### config.mk
export PLATFORM = sky130hd
export DESIGN_NAME = brake_chopper_duty_control
export DESIGN_NICKNAME = d
export VERILOG_FILES = /design/src/rtl/bcdc_pkg.sv /design/src/rtl/bcdc_queue.sv /design/src/rtl/bcdc_front.sv /design/src/rtl/bcdc_back.sv /design/src/rtl/brake_chopper_duty_control.sv
export VERILOG_INCLUDE_DIRS = /design/src /design/src/rtl
export SDC_FILE = /design/constraint.sdc
export NUM_CORES = 1
export LEC_CHECK = 0
export BUFFER_PORTS_ARGS = -buffer_cell sky130_fd_sc_hd__buf_4
export CAP_MARGIN = 20
export CORE_MARGIN = 5
export CORE_UTILIZATION = 30
export CTS_CLUSTER_DIAMETER = 200
export DETAILED_ROUTE_END_ITERATION = 16
export SYNTH_ARGS = -nofsm -noshare
export SYNTH_HDL_FRONTEND = slang
export SYNTH_SLANG_ARGS = --single-unit
### constraint.sdc
create_clock -name clk -period 13.1 [get_ports clk]
set_input_delay 1.31 -clock clk [delete_from_list [all_inputs] [get_ports clk]]
set_output_delay 1.31 -clock clk [all_outputs]
set_load 0.05 [all_outputs]
### src/rtl/assert_macros.svh
// assertion macros used by the top-level rtl file
// no dependencies; users supply clk and rst in scope
`ifndef ASSERT_MACROS_SVH
`define ASSERT_MACROS_SVH

// checked at every rising edge outside reset
`define BCDC_ASSERT(lbl, prop, msg) \
  lbl: assert property (@(posedge clk) disable iff (rst) prop) else $error(msg);

// checked at every rising edge, reset included
`define BCDC_ASSERT_ALWAYS(lbl, prop, msg) \
  lbl: assert property (@(posedge clk) prop) else $error(msg);

`endif

### src/rtl/bcdc_pkg.sv
// types and constants of the brake chopper duty control
// no dependencies
`default_nettype none
package bcdc_pkg;

  // register indexes on the configuration port
  localparam logic [2:0] REG_ON_LEVEL    = 3'd0;
  localparam logic [2:0] REG_OFF_LEVEL   = 3'd1;
  localparam logic [2:0] REG_DUTY_GAIN   = 3'd2;
  localparam logic [2:0] REG_MAX_DUTY    = 3'd3;
  localparam logic [2:0] REG_HALF_PERIOD = 3'd4;
  localparam logic [2:0] REG_DEAD_TICKS  = 3'd5;

  localparam logic [16:0] HALF_PERIOD_RESET = 17'd1;
  localparam logic [15:0] DEAD_TICKS_RESET  = 16'd1;
  // unity duty in q0.16
  localparam logic [16:0] DUTY_ONE = 17'h10000;

  typedef struct packed {
    logic [14:0] on_level;
    logic [14:0] off_level;
    logic [15:0] duty_gain;
    logic [15:0] max_duty;
    logic [16:0] half_period;
    logic [15:0] dead_ticks;
  } cfg_t;

  // classified sample handed from front to back
  typedef struct packed {
    logic        off;
    logic        engaged;
    logic [14:0] delta;
  } job_t;

  // queue status seen by front and back
  typedef struct packed {
    logic full;
    logic empty;
  } q_status_t;

endpackage
`default_nettype wire

### src/rtl/bcdc_queue.sv
// two-entry queue of classified samples between front and back
// depends on bcdc_pkg
`default_nettype none
module bcdc_queue (
  input  wire             clk,
  input  wire             rst,
  input  wire             push,
  input  bcdc_pkg::job_t  push_job,
  input  wire             pop,
  output bcdc_pkg::job_t  pop_job,
  output bcdc_pkg::q_status_t status
);
  import bcdc_pkg::*;

  job_t       slots [2];
  logic       wr_ptr;
  logic       rd_ptr;
  logic [1:0] count;

  always_ff @(posedge clk) begin
    if (rst) begin
      wr_ptr <= 1'b0;
      rd_ptr <= 1'b0;
      count  <= 2'd0;
    end else begin
      if (push) wr_ptr <= ~wr_ptr;
      if (pop)  rd_ptr <= ~rd_ptr;
      case ({push, pop})
        2'b10:   count <= count + 2'd1;
        2'b01:   count <= count - 2'd1;
        default: count <= count;
      endcase
    end
  end

  always_ff @(posedge clk) begin
    if (push) slots[wr_ptr] <= push_job;
  end

  assign pop_job      = slots[rd_ptr];
  assign status.full  = (count == 2'd2);
  assign status.empty = (count == 2'd0);
endmodule
`default_nettype wire

### src/rtl/bcdc_front.sv
// front part: takes samples, runs the hysteresis flag, classifies each sample
// depends on bcdc_pkg; feeds bcdc_queue
`default_nettype none
module bcdc_front (
  input  wire                    clk,
  input  wire                    rst,
  input  wire                    in_valid,
  output logic                   in_stall,
  input  wire signed [15:0]      bus_voltage,
  input  wire                    stage_armed,
  input  bcdc_pkg::cfg_t         cfg,
  input  bcdc_pkg::q_status_t    q_status,
  output logic                   push,
  output bcdc_pkg::job_t         push_job,
  output logic                   engaged
);
  import bcdc_pkg::*;

  logic        engaged_next;
  logic        positive;
  logic [14:0] v_mag;

  assign in_stall = q_status.full;
  assign push     = in_valid && !q_status.full;
  assign positive = !bus_voltage[15] && (bus_voltage[14:0] != 15'd0);
  assign v_mag    = bus_voltage[14:0];

  always_comb begin
    engaged_next   = engaged;
    push_job.off   = 1'b1;
    push_job.delta = 15'd0;
    if (!stage_armed || !positive) begin
      engaged_next = 1'b0;
    end else if (!engaged && v_mag <= cfg.on_level) begin
      engaged_next = 1'b0;
    end else if (engaged && v_mag < cfg.off_level) begin
      engaged_next = 1'b0;
    end else begin
      engaged_next = 1'b1;
      push_job.off = 1'b0;
      // at or below the off level the duty origin gives zero
      if (v_mag > cfg.off_level) push_job.delta = v_mag - cfg.off_level;
    end
    push_job.engaged = engaged_next;
  end

  always_ff @(posedge clk) begin
    if (rst) begin
      engaged <= 1'b0;
    end else if (push) begin
      engaged <= engaged_next;
    end
  end
endmodule
`default_nettype wire

### src/rtl/bcdc_back.sv
// back part: duty scaling and compare values through one shared multiplier
// depends on bcdc_pkg; drains bcdc_queue, drives the result registers
`default_nettype none
module bcdc_back (
  input  wire                  clk,
  input  wire                  rst,
  input  bcdc_pkg::cfg_t       cfg,
  input  bcdc_pkg::q_status_t  q_status,
  input  bcdc_pkg::job_t       pop_job,
  output logic                 pop,
  output logic                 out_valid,
  input  wire                  out_stall,
  output logic [16:0]          low_compare,
  output logic [16:0]          high_compare,
  output logic [15:0]          duty_now,
  output logic                 is_engaged
);
  import bcdc_pkg::*;

  localparam logic [1:0] S_IDLE = 2'd0;
  localparam logic [1:0] S_MUL1 = 2'd1;
  localparam logic [1:0] S_MUL2 = 2'd2;
  localparam logic [1:0] S_SHIP = 2'd3;

  logic [1:0]  state;
  logic [1:0]  state_next;
  job_t        job;
  logic [33:0] prod;
  logic [16:0] mul_a;
  logic [16:0] mul_b;
  logic [15:0] duty;
  logic [15:0] duty_sat;
  logic [16:0] mid;
  logic [16:0] lo;
  logic        ship;
  logic        ship_off;

  // saturate the scaled product, bits 23 down to 8 are the q0.16 duty
  always_comb begin
    if (prod[33:8] > {10'd0, cfg.max_duty}) duty_sat = cfg.max_duty;
    else                                   duty_sat = prod[23:8];
  end

  always_comb begin
    if (state == S_MUL1) begin
      mul_a = {2'd0, job.delta};
      mul_b = {1'b0, cfg.duty_gain};
    end else begin
      mul_a = cfg.half_period;
      mul_b = DUTY_ONE - {1'b0, duty_sat};
    end
  end

  assign mid      = prod[32:16];
  assign lo       = (mid > {1'b0, cfg.dead_ticks}) ? mid - {1'b0, cfg.dead_ticks} : 17'd0;
  assign ship     = (state == S_SHIP) && (!out_valid || !out_stall);
  assign ship_off = job.off || (duty == 16'd0);
  assign pop      = (state == S_IDLE) && !q_status.empty;

  always_comb begin
    state_next = state;
    unique case (state)
      S_IDLE: if (pop) state_next = pop_job.off ? S_SHIP : S_MUL1;
      S_MUL1: state_next = S_MUL2;
      S_MUL2: state_next = S_SHIP;
      S_SHIP: if (ship) state_next = S_IDLE;
      default: state_next = S_IDLE;
    endcase
  end

  always_ff @(posedge clk) begin
    if (rst) begin
      state     <= S_IDLE;
      out_valid <= 1'b0;
    end else begin
      state <= state_next;
      if (ship)           out_valid <= 1'b1;
      else if (!out_stall) out_valid <= 1'b0;
    end
  end

  always_ff @(posedge clk) begin
    if (pop) job <= pop_job;
    if (state == S_MUL1 || state == S_MUL2) prod <= mul_a * mul_b;
    if (state == S_MUL2) duty <= duty_sat;
    if (ship) begin
      is_engaged <= job.engaged;
      if (ship_off) begin
        low_compare  <= 17'd0;
        high_compare <= cfg.half_period;
        duty_now     <= 16'd0;
      end else begin
        low_compare  <= lo;
        high_compare <= mid;
        duty_now     <= duty;
      end
    end
  end
endmodule
`default_nettype wire

### src/rtl/brake_chopper_duty_control.sv
// Brake chopper duty control. Each transfer on the input carries one bus
// voltage sample (signed q8.8 volts) and the stage armed flag; each yields
// exactly one result transfer with the low and high compare values for a
// centre-aligned timer, the applied q0.16 duty and the engaged flag. The
// front takes a sample, updates the hysteresis flag and queues a short job
// in the same cycle, stalling while the queue is full; the back drains the
// queue with a single 17x17 multiplier, used twice by an engaged sample
// that runs idle, mul1, mul2, ship to the result register; an off sample
// runs idle, ship. The back pops no job until the current one ships; a
// two-entry queue and the result register let the sample side run ahead
// while a result waits. Registers sit on an apb-style port at byte
// addresses 4*i and should be written while no sample is in flight.
// depends on bcdc_pkg, bcdc_front, bcdc_queue, bcdc_back, assert_macros.svh
`default_nettype none
`include "assert_macros.svh"
module brake_chopper_duty_control (
  input  wire               clk,
  input  wire               rst,
  // apb-style configuration port
  input  wire               psel,
  input  wire               penable,
  input  wire               pwrite,
  input  wire  [4:0]        paddr,
  input  wire  [31:0]       pwdata,
  output logic [31:0]       prdata,
  output logic              pready,
  // sample channel
  input  wire               in_valid,
  output logic              in_stall,
  input  wire signed [15:0] bus_voltage,
  input  wire               stage_armed,
  // result channel
  output logic              out_valid,
  input  wire               out_stall,
  output logic [16:0]       low_compare,
  output logic [16:0]       high_compare,
  output logic [15:0]       duty_now,
  output logic              is_engaged
);
  import bcdc_pkg::*;

  cfg_t      cfg;
  q_status_t q_status;
  job_t      push_job;
  job_t      pop_job;
  logic      push;
  logic      pop;
  logic      engaged;
  logic      cfg_write;
  logic [2:0] reg_index;

  // configuration registers, written on the access phase of a write transfer
  assign pready    = 1'b1;
  assign reg_index = paddr[4:2];
  assign cfg_write = psel && penable && pwrite && pready;

  always_ff @(posedge clk) begin
    if (rst) begin
      cfg.on_level    <= 15'd0;
      cfg.off_level   <= 15'd0;
      cfg.duty_gain   <= 16'd0;
      cfg.max_duty    <= 16'd0;
      cfg.half_period <= HALF_PERIOD_RESET;
      cfg.dead_ticks  <= DEAD_TICKS_RESET;
    end else if (cfg_write) begin
      unique case (reg_index)
        REG_ON_LEVEL:    cfg.on_level    <= pwdata[14:0];
        REG_OFF_LEVEL:   cfg.off_level   <= pwdata[14:0];
        REG_DUTY_GAIN:   cfg.duty_gain   <= pwdata[15:0];
        REG_MAX_DUTY:    cfg.max_duty    <= pwdata[15:0];
        REG_HALF_PERIOD: cfg.half_period <= pwdata[16:0];
        REG_DEAD_TICKS:  cfg.dead_ticks  <= pwdata[15:0];
        default: ;  // addresses past the last register are ignored
      endcase
    end
  end

  // register read back
  always_comb begin
    unique case (reg_index)
      REG_ON_LEVEL:    prdata = {17'd0, cfg.on_level};
      REG_OFF_LEVEL:   prdata = {17'd0, cfg.off_level};
      REG_DUTY_GAIN:   prdata = {16'd0, cfg.duty_gain};
      REG_MAX_DUTY:    prdata = {16'd0, cfg.max_duty};
      REG_HALF_PERIOD: prdata = {15'd0, cfg.half_period};
      REG_DEAD_TICKS:  prdata = {16'd0, cfg.dead_ticks};
      default:         prdata = 32'd0;
    endcase
  end

  // front: hysteresis and classification, one sample per cycle while the queue is not full
  bcdc_front u_front (
    .clk         (clk),
    .rst         (rst),
    .in_valid    (in_valid),
    .in_stall    (in_stall),
    .bus_voltage (bus_voltage),
    .stage_armed (stage_armed),
    .cfg         (cfg),
    .q_status    (q_status),
    .push        (push),
    .push_job    (push_job),
    .engaged     (engaged)
  );

  // decoupling queue between the two halves
  bcdc_queue u_queue (
    .clk      (clk),
    .rst      (rst),
    .push     (push),
    .push_job (push_job),
    .pop      (pop),
    .pop_job  (pop_job),
    .status   (q_status)
  );

  // back: duty scaling, saturation and compare values
  bcdc_back u_back (
    .clk          (clk),
    .rst          (rst),
    .cfg          (cfg),
    .q_status     (q_status),
    .pop_job      (pop_job),
    .pop          (pop),
    .out_valid    (out_valid),
    .out_stall    (out_stall),
    .low_compare  (low_compare),
    .high_compare (high_compare),
    .duty_now     (duty_now),
    .is_engaged   (is_engaged)
  );

  // checks on the block's own logic
  `BCDC_ASSERT(a_disarm_releases, (push && !stage_armed) |=> !engaged, "flag kept after disarm")
  `BCDC_ASSERT(a_compare_order, out_valid |-> low_compare <= high_compare, "compares out of order")
  `BCDC_ASSERT(a_duty_needs_engaged, (out_valid && |duty_now) |-> is_engaged, "duty when released")
  `BCDC_ASSERT(a_queue_no_overflow, q_status.full |-> !push, "push into full queue")
endmodule
`default_nettype wire
==> run metrics, run 1 <==
status=finished clean; Startpoint Class=flip-flop; Rows=100; first-pass GRT wire length=103000 um; Yosys Warn Count=0; fin cells=3441; worst hold path class=reg2reg; Post-Place Cells=3393; Core Area=0.0741 mm2; Critical Path Sink Type=flip-flop; routed via count=17.3k; top cells by count, synth=nand2_1, inv_1, fa_1, ha_1, edfxtp_1; io pins=147; Max Clock Skew=18.3 ps; cells after synthesis=2384; drt pass-1 iters=7; CTS buffer count=25; Synth async-reset ratio=0%; Worst-path clk slew=70 ps; vias in the first global route=17.0k; highest-delay cell along the critical path=a221oi_1; clock sinks=248; Synth top area share=20.1%; Layout Nets=2912; final setup vio count=0; Layout area overhead=11.9%; # Post-CTS Setup Buffers=0; clk buf depth=3; Clock Tree Root=clkbuf_16; Chip Width=283 um; slowest stage delay, CP=790 ps; Worst Tran Pin Value=1070 ps; Crit Path Max Fanout=33; post-route ant nets=0; Post-Syn Area per Cell=9.35 um2; pre-CTS setup slack=2430 ps; Starting Density=30.1%; Slew headroom=26.8%; post-route setup TNS=0 ps; RePlAce Congestion=0.927; GRT Total Usage=16.7%; H-tree levels=1; #FFs+latches synth=248; CP arrival=11140 ps; diodes inserted=0; # DRC=0; Die Ht=283 um; Max-cap violations=0; largest net degree at the start of global routing=105; crit path buf inv count=7; CTS resizes=0; share of cells above drive strength 1=11.4%; largest area contributor in the netlist=fa_1; ys flop type=edfxtp_1; synthesized cell area=0.0223 mm2; Port Buffers=113; sequential element share of the synthesized area=28.7%; Final Hold Fails=0; VDD IR-drop max=97.8 uV; critical path class=reg2reg; RSZ-0062 raised after global routing=false; total gr overflow=0; number of DRC markers in iteration 0=1721; Routed WL=67600 um; CP dominant cell by count=inv_1; Synth cell types=76; PwrDens=140 mW/mm2; Worst path top cell family by delay=adder cells; Die Footprint=0.0798 mm2; vias per cell=5.02; total power draw=3.49 mW; fin worst setup slack=2280 ps; top cells by area, synth=fa_1, edfxtp_1, ha_1, dfxtp_1, nand2_1; Tmin final=10820 ps; P_leak=10.8 nW; Skew-Pair Late Insertion Delay=570 ps; hpwl dp=52400 um; number of synthesized flops with an enable pin=144; period utilization=82.6%; WP data required=13410 ps; initial antenna violation count=0; top-count cell post-synth=nand2_1; Max Slew Vio Count=0; Core Util, Final=33.7%; CTS Hold Bufs=0; Fmax=92.4 MHz; TritonCTS clock tree=yes; Routed WL per cell=19.6 um
-- flip-flops by register name (all words and copies together), names as in the netlist, named ones only --
| signal | flops |
|---|---|
| cfg | 95 |
| u_queue.slots | 34 |
| u_back.prod | 26 |
| u_back.high_compare | 17 |
| u_back.job | 17 |
| u_back.low_compare | 17 |
| u_back.duty | 16 |
| u_back.duty_now | 16 |
| u_back.state | 2 |
| u_queue.count | 2 |
| u_back.is_engaged | 1 |
| u_back.out_valid | 1 |
| u_front.engaged | 1 |
| u_queue.rd_ptr | 1 |
| u_queue.wr_ptr | 1 |
-- layer usage --
| layer | routed length, um | part of all wire (%) | up-vias | GRT usage [%] |
|---|---|---|---|---|
| li1 | - | - | 7969 | - |
| met1 | 29600 | 44 | 8561 | 23.3 |
| met2 | 30700 | 45 | 623 | 26.7 |
| met3 | 5170 | 7.6 | 111 | 3.40 |
| met4 | 2070 | 3.1 | 0 | 4.46 |
| met5 | 0 | 0 | - | 0 |
-- layout make-up --
type	instances	area, um2
multi-input cells	1687	14200
well taps	969	1210
clock inverters	20	183
inverters	357	1340
repair buffers	134	1020
clock buffers	26	629
flip-flops and latches	248	6410
fillers	7733	49100
-- worst register-to-register path: cells and delay by family, from the launching register on --
family | cells | cell delay, ps
AO/OA/AOI/OAI | 11 | 3810
XOR/XNOR | 2 | 200
adder cells (fa/ha/maj) | 9 | 3810
buffers and inverters | 7 | 620
flip-flops | 1 | 550
multiplexers | 1 | 760
AND/OR/NAND/NOR | 5 | 810
-- metrics by stage --
stage	hold slack, ps	instance area (um2)
finish	465	24900
global route	479	24900
CTS	452	24900
detailed placement	405	24100
global placement	438	24100
floorplan	400	22300
-- kinds of logic (layout without fill, tap and decap cells) --
kind of cell    after synthesis  after routing  synth area share [%]
simple gates                775            775                  16.1
xor+xnor                     66             66                  2.63
buf+inv                     463            537                  8.21
other cells                   2             16                0.0337
fa+ha+maj                   398            398                  29.9
flops                       248            248                  28.7
mux                          99             99                  4.85
compound gates              333            333                  9.56
-- where the power goes --
group | switching, mW | internal (mW) | leakage (nW)
clock network | 0.337 | 0.395 | 0.395
registers | 0.147 | 1.02 | 2.21
logic | 1.03 | 0.573 | 8.21
total | 1.51 | 1.98 | 10.8
-- placed cells by master (no fill, tap or decap), types with 5 or more instances in the layout --
cell,instances
and2_1,47
xor2_1,26
nor2_2,11
clkbuf_16,25
edfxtp_1,144
a31oi_1,7
clkinv_1,5
buf_4,132
dfxtp_1,104
conb_1,16
clkinv_2,6
o211ai_1,13
inv_1,356
mux2_2,68
mux2i_1,29
nor3_1,39
nand3_1,37
nor2_1,123
a21oi_1,130
nand3b_1,5
xnor2_1,39
ha_1,173
and3_1,16
o211a_1,7
nor2b_1,22
fa_1,224
a211oi_1,13
a22oi_1,48
nand2b_1,26
o21ai_1,6
a21o_1,18
nor4_1,12
nand4_1,10
o21a_1,14
o21ai_0,39
nand2_1,387
-- path summary, 6_finish.rpt --
path | startpoint | cells after the start | slack (ps) | to
max | cfg[45] | 35 | 2280 | u_back.prod[33]
min | u_back.job[15] | 0 | 460 | u_back.is_engaged
max reg2reg | cfg[45] | 35 | 2280 | u_back.prod[33]
min reg2reg | u_back.job[15] | 0 | 460 | u_back.is_engaged
(Power assumes the default switching activity.)
==> run 2: changes to the inputs <==
Clock period 13.1 ns to 9.7 ns, I/O delays scaled along.
==> run metrics, run 2 (synthesized netlist as in run 1, its figures left out) <==
status=finished clean; final setup vio count=0; VDD IR-drop max=165 uV; Skew-Pair Late Insertion Delay=560 ps; largest net degree at the start of global routing=105; Largest register FFs=95; PwrDens=190 mW/mm2; Comb power frac=48.6%; post-route setup TNS=0 ps; highest-delay cell along the critical path=fa_1; H-tree levels=1; # DRC=0; clk buf depth=3; Rows=100; critical path class=reg2reg; commonest non-fill, non-tap cell in the layout=nand2_1; Tmin final=9250 ps; Die Ht=283 um; Chip Width=283 um; Layout Nets=2988; CP dominant cell by count=fa_1; Layout area overhead=14.9%; GRT Total Usage=17.1%; RePlAce Congestion=0.945; RSZ-0062 raised after global routing=false; CTS buffer count=25; sequential share of power=30.7%; drt pass-1 iters=5; diodes inserted=0; fin cells=3517; Worst Tran Pin Value=1180 ps; hpwl dp=55000 um; vias in the first global route=17.3k; Reg with most FFs=cfg; Port Buffers=113; sw frac=42.0%; Max Slew Vio Count=0; Die Footprint=0.0798 mm2; Slew headroom=18.8%; CP arrival=9570 ps; Max Clock Skew=31.8 ps; commonest cells after routing, fill and taps aside=nand2_1, inv_1, fa_1, buf_4, ha_1; worst hold path class=reg2reg; pre-CTS setup slack=264 ps; P_leak=11.3 nW; Starting Density=30.1%; routed via count=17.5k; period utilization=95.4%; fin worst setup slack=446 ps; Core Area=0.0741 mm2; Startpoint Class=flip-flop; Final Hold Fails=0; FILL cells=7665; Clock Power Share=20.6%; Post-DP Area=0.0247 mm2; Routed WL=69300 um; share of cells above drive strength 1=14.1%; total gr overflow=0; Routed WL per cell=19.7 um; Max-cap violations=0; Post-Place Cells=3470; post-route design area=0.0256 mm2; Critical Path Sink Type=flip-flop; io pins=147; post-route ant nets=0; Worst-path clk slew=70 ps; Core Util, Final=34.6%; Largest regs=cfg: 95 flops, u_queue.slots: 34 flops, u_back.prod: 26 flops; first-pass GRT wire length=106000 um; vias per cell=4.98; Crit Path Max Fanout=9; number of DRC markers in iteration 0=1531; Net Switching=2.05 mW; Pint=2.82 mW; clock sinks=248; Fmax=108 MHz; WP data required=10010 ps; initial antenna violation count=1; Clock Tree Root=clkbuf_16; slowest stage delay, CP=570 ps; TritonCTS clock tree=yes
## run 2: cell count changes in the layout (fill, tap and decap cells not counted), sizes merged
cell,change
clkinv,-6
buf,+76
inv,-2
bufinv,-1
clkinvlp,-2
clkbuf,+11
## run 2: through the flow
step / total power [mW] / hold WS [ps]
after detailed placement: 3.86 / 410
after global placement: 3.83 / 425
after CTS: 4.87 / 456
after floorplan: 3.02 / 400
final: 4.87 / 468
after global routing: 5.18 / 473
## run 2: what timing repair did
action                                  CTS  global route
endpoints found under the setup margin    0             6
gates resized for setup                   0             6
endpoints found under the hold margin     0             0
hold buffers                              0             0
buffers inserted                          0             0
## run 2: worst max-delay path: cells and delay by family (launching register included)
kind,cells,cell delay (ps)
adder cells (fa/ha/maj),8,3530
AO/OA/AOI/OAI,8,1860
AND/OR/NAND/NOR,7,1700
multiplexers,3,690
buffers and inverters,4,460
flip-flops,1,450
XOR/XNOR,2,290
## run 2: final timing paths
kind / cells past startpoint / slack [ps] / from / end
worst max-delay path: 32 / 450 / u_back.prod[26] / u_back.prod[33]
worst min register to register: 0 / 470 / u_back.job[15] / u_back.is_engaged
worst min-delay path: 0 / 470 / u_back.job[15] / u_back.is_engaged
worst max register to register: 32 / 450 / u_back.prod[26] / u_back.prod[33]
## run 2: layout make-up
class,instances,area (um2),share of cell area [%]
inverter,357,1340,5.23
clock buffer,37,756,2.95
clock inverter,9,88.8,0.347
tap,969,1210,4.74
timing repair buffer,210,1630,6.36
sequential,248,6410,25.0
multi-input combinational,1687,14200,55.4
## run 2: routing by layer
| metal | up-vias | track usage [%] | part of all wire [%] |
|---|---|---|---|
| li1 | 8125 | - | - |
| met1 | 8728 | 24.3 | 45 |
| met2 | 564 | 27.7 | 46 |
| met3 | 94 | 2.92 | 6.9 |
| met4 | 0 | 3.82 | 2.5 |
| met5 | - | 0 | 0 |
## run 2: power groups by stage
stage / Combinational, mW / Clock, mW / Sequential [mW]
global placement: 2.32 / 0 / 1.52
finish: 2.37 / 1.01 / 1.50
detailed placement: 2.34 / 0 / 1.52
global route: 2.61 / 1.06 / 1.51
CTS: 2.36 / 1.01 / 1.50
floorplan: 1.46 / 0 / 1.57
==> run 3: changes to the inputs <==
Settings changed: CORE_ASPECT_RATIO set to 1.1, PLACE_DENSITY_LB_ADDON set to 0.15.
==> run metrics, run 3 (synthesized netlist as in run 1, its figures left out) <==
status=finished clean; worst hold path class=reg2reg; Die Ht=296 um; Core Util, Final=35.3%; Clock Tree Root=clkbuf_16; CTS Hold Bufs=0; sw frac=42.6%; commonest cells after routing, fill and taps aside=nand2_1, inv_1, buf_4, fa_1, ha_1; total area of multi-input combinational cells=0.0142 mm2; total gr overflow=0; Post-DP Area=0.0249 mm2; Startpoint Class=flip-flop; hpwl dp=61500 um; P_leak=11.4 nW; initial antenna violation count=2; post-route setup TNS=0 ps; Crit Path Max Fanout=5; CTS buffer count=28; Layout Nets=3023; PwrDens=195 mW/mm2; largest net degree at the start of global routing=97; Core Area=0.0734 mm2; sequential share of power=29.9%; clock sinks=248; RSZ-0062 raised after global routing=false; Net Switching=2.15 mW; Layout area overhead=16.1%; Routed WL=77100 um; Pint=2.89 mW; # DRC=0; Max-cap violations=0; post-route design area=0.0259 mm2; Rows=104; Chip Width=270 um; highest-delay cell along the critical path=fa_1; Comb power frac=48.7%; first-pass GRT wire length=115000 um; Starting Density=30.4%; GRT Total Usage=19.0%; diodes inserted=0; CP arrival=9610 ps; final setup vio count=0; Worst Tran Pin Value=1160 ps; Slew headroom=20.7%; share of cells above drive strength 1=15.4%; Die Footprint=0.0798 mm2; VDD IR-drop max=164 uV; Final Hold Fails=0; critical path class=reg2reg; number of DRC markers in iteration 0=1178; io pins=147; post-route ant nets=0; Clock Power Share=21.4%; Reg with most FFs=cfg; WP data required=10020 ps; RePlAce Congestion=0.885; Routed WL per cell=21.8 um; period utilization=95.8%; vias in the first global route=18.2k; Largest regs=cfg: 95 flops, u_queue.slots: 34 flops, u_back.prod: 26 flops; slowest stage delay, CP=600 ps; H-tree levels=1; drt pass-1 iters=6; clk buf depth=3; Worst-path clk slew=70 ps; Max Slew Vio Count=0; R2R setup slack=410 ps; CP dominant cell by count=fa_1; storage element area=0.00641 mm2; Largest register FFs=95; Critical Path Sink Type=flip-flop; TritonCTS clock tree=yes; Skew-Pair Late Insertion Delay=570 ps; FILL cells=7640; Tmin final=9290 ps; Max Clock Skew=9.93 ps; Port Buffers=113; routed via count=17.6k; Fmax=108 MHz; vias per cell=4.97; commonest non-fill, non-tap cell in the layout=nand2_1
-- run 3: layout make-up --
| class | count | share of cell area, % |
|---|---|---|
| Inverter | 357 | 5.18 |
| Timing Repair Buffer | 242 | 7.10 |
| Sequential cell | 248 | 24.8 |
| Clock inverter | 19 | 0.788 |
| Multi-Input combinational cell | 1687 | 54.8 |
| Tap cell | 954 | 4.61 |
| Clock buffer | 32 | 2.77 |
-- run 3: routing by layer --
layer	GRT usage [%]	wire, um	up-vias	share of wire, %
met4	4.13	1780	0	2.3
met1	25.1	33700	8915	44
met3	1.71	2840	92	3.7
met2	34.2	38800	395	50
met5	0	0	-	0
li1	-	-	8197	-
-- run 3: power by group through the flow --
stage	registers [mW]	logic [mW]	clock network [mW]
final	1.51	2.45	1.08
after floorplan	1.57	1.46	0
after global placement	1.52	2.42	0
after CTS	1.51	2.46	1.10
after global routing	1.52	2.69	1.14
after detailed placement	1.52	2.44	0
-- run 3: worst paths after layout --
check | to | start | cells past startpoint
hold reg to reg | u_back.is_engaged | u_back.job[15] | 0
setup / recovery | u_back.prod[33] | u_back.prod[26] | 35
hold / removal | u_back.is_engaged | u_back.job[15] | 0
setup reg to reg | u_back.prod[33] | u_back.prod[26] | 35
-- run 3: repair_timing --
action	in CTS	in global routing
setup buffers	0	1
endpoints found under the setup margin	0	8
gates resized for setup	0	11
hold endpoints to repair	0	0
-- run 3: critical path, delay by kind of cell (launching register included) --
kind	cells	cell delay (ps)
AND/OR/NAND/NOR	7	1430
multiplexers	3	510
XOR/XNOR	2	240
AO/OA/AOI/OAI	8	1850
buffers and inverters	7	1050
flip-flops	1	430
adder cells (fa/ha/maj)	8	3520
-- run 3: stage by stage --
step	power [mW]	worst slack, ps	std cells	hold WS [ps]
global placement	3.94	208	3485	447
global route	5.35	31.0	3539	464
detailed placement	3.96	151	3485	421
finish	5.04	406	3539	437
CTS	5.07	85.8	3536	447
floorplan	3.02	830	2398	400
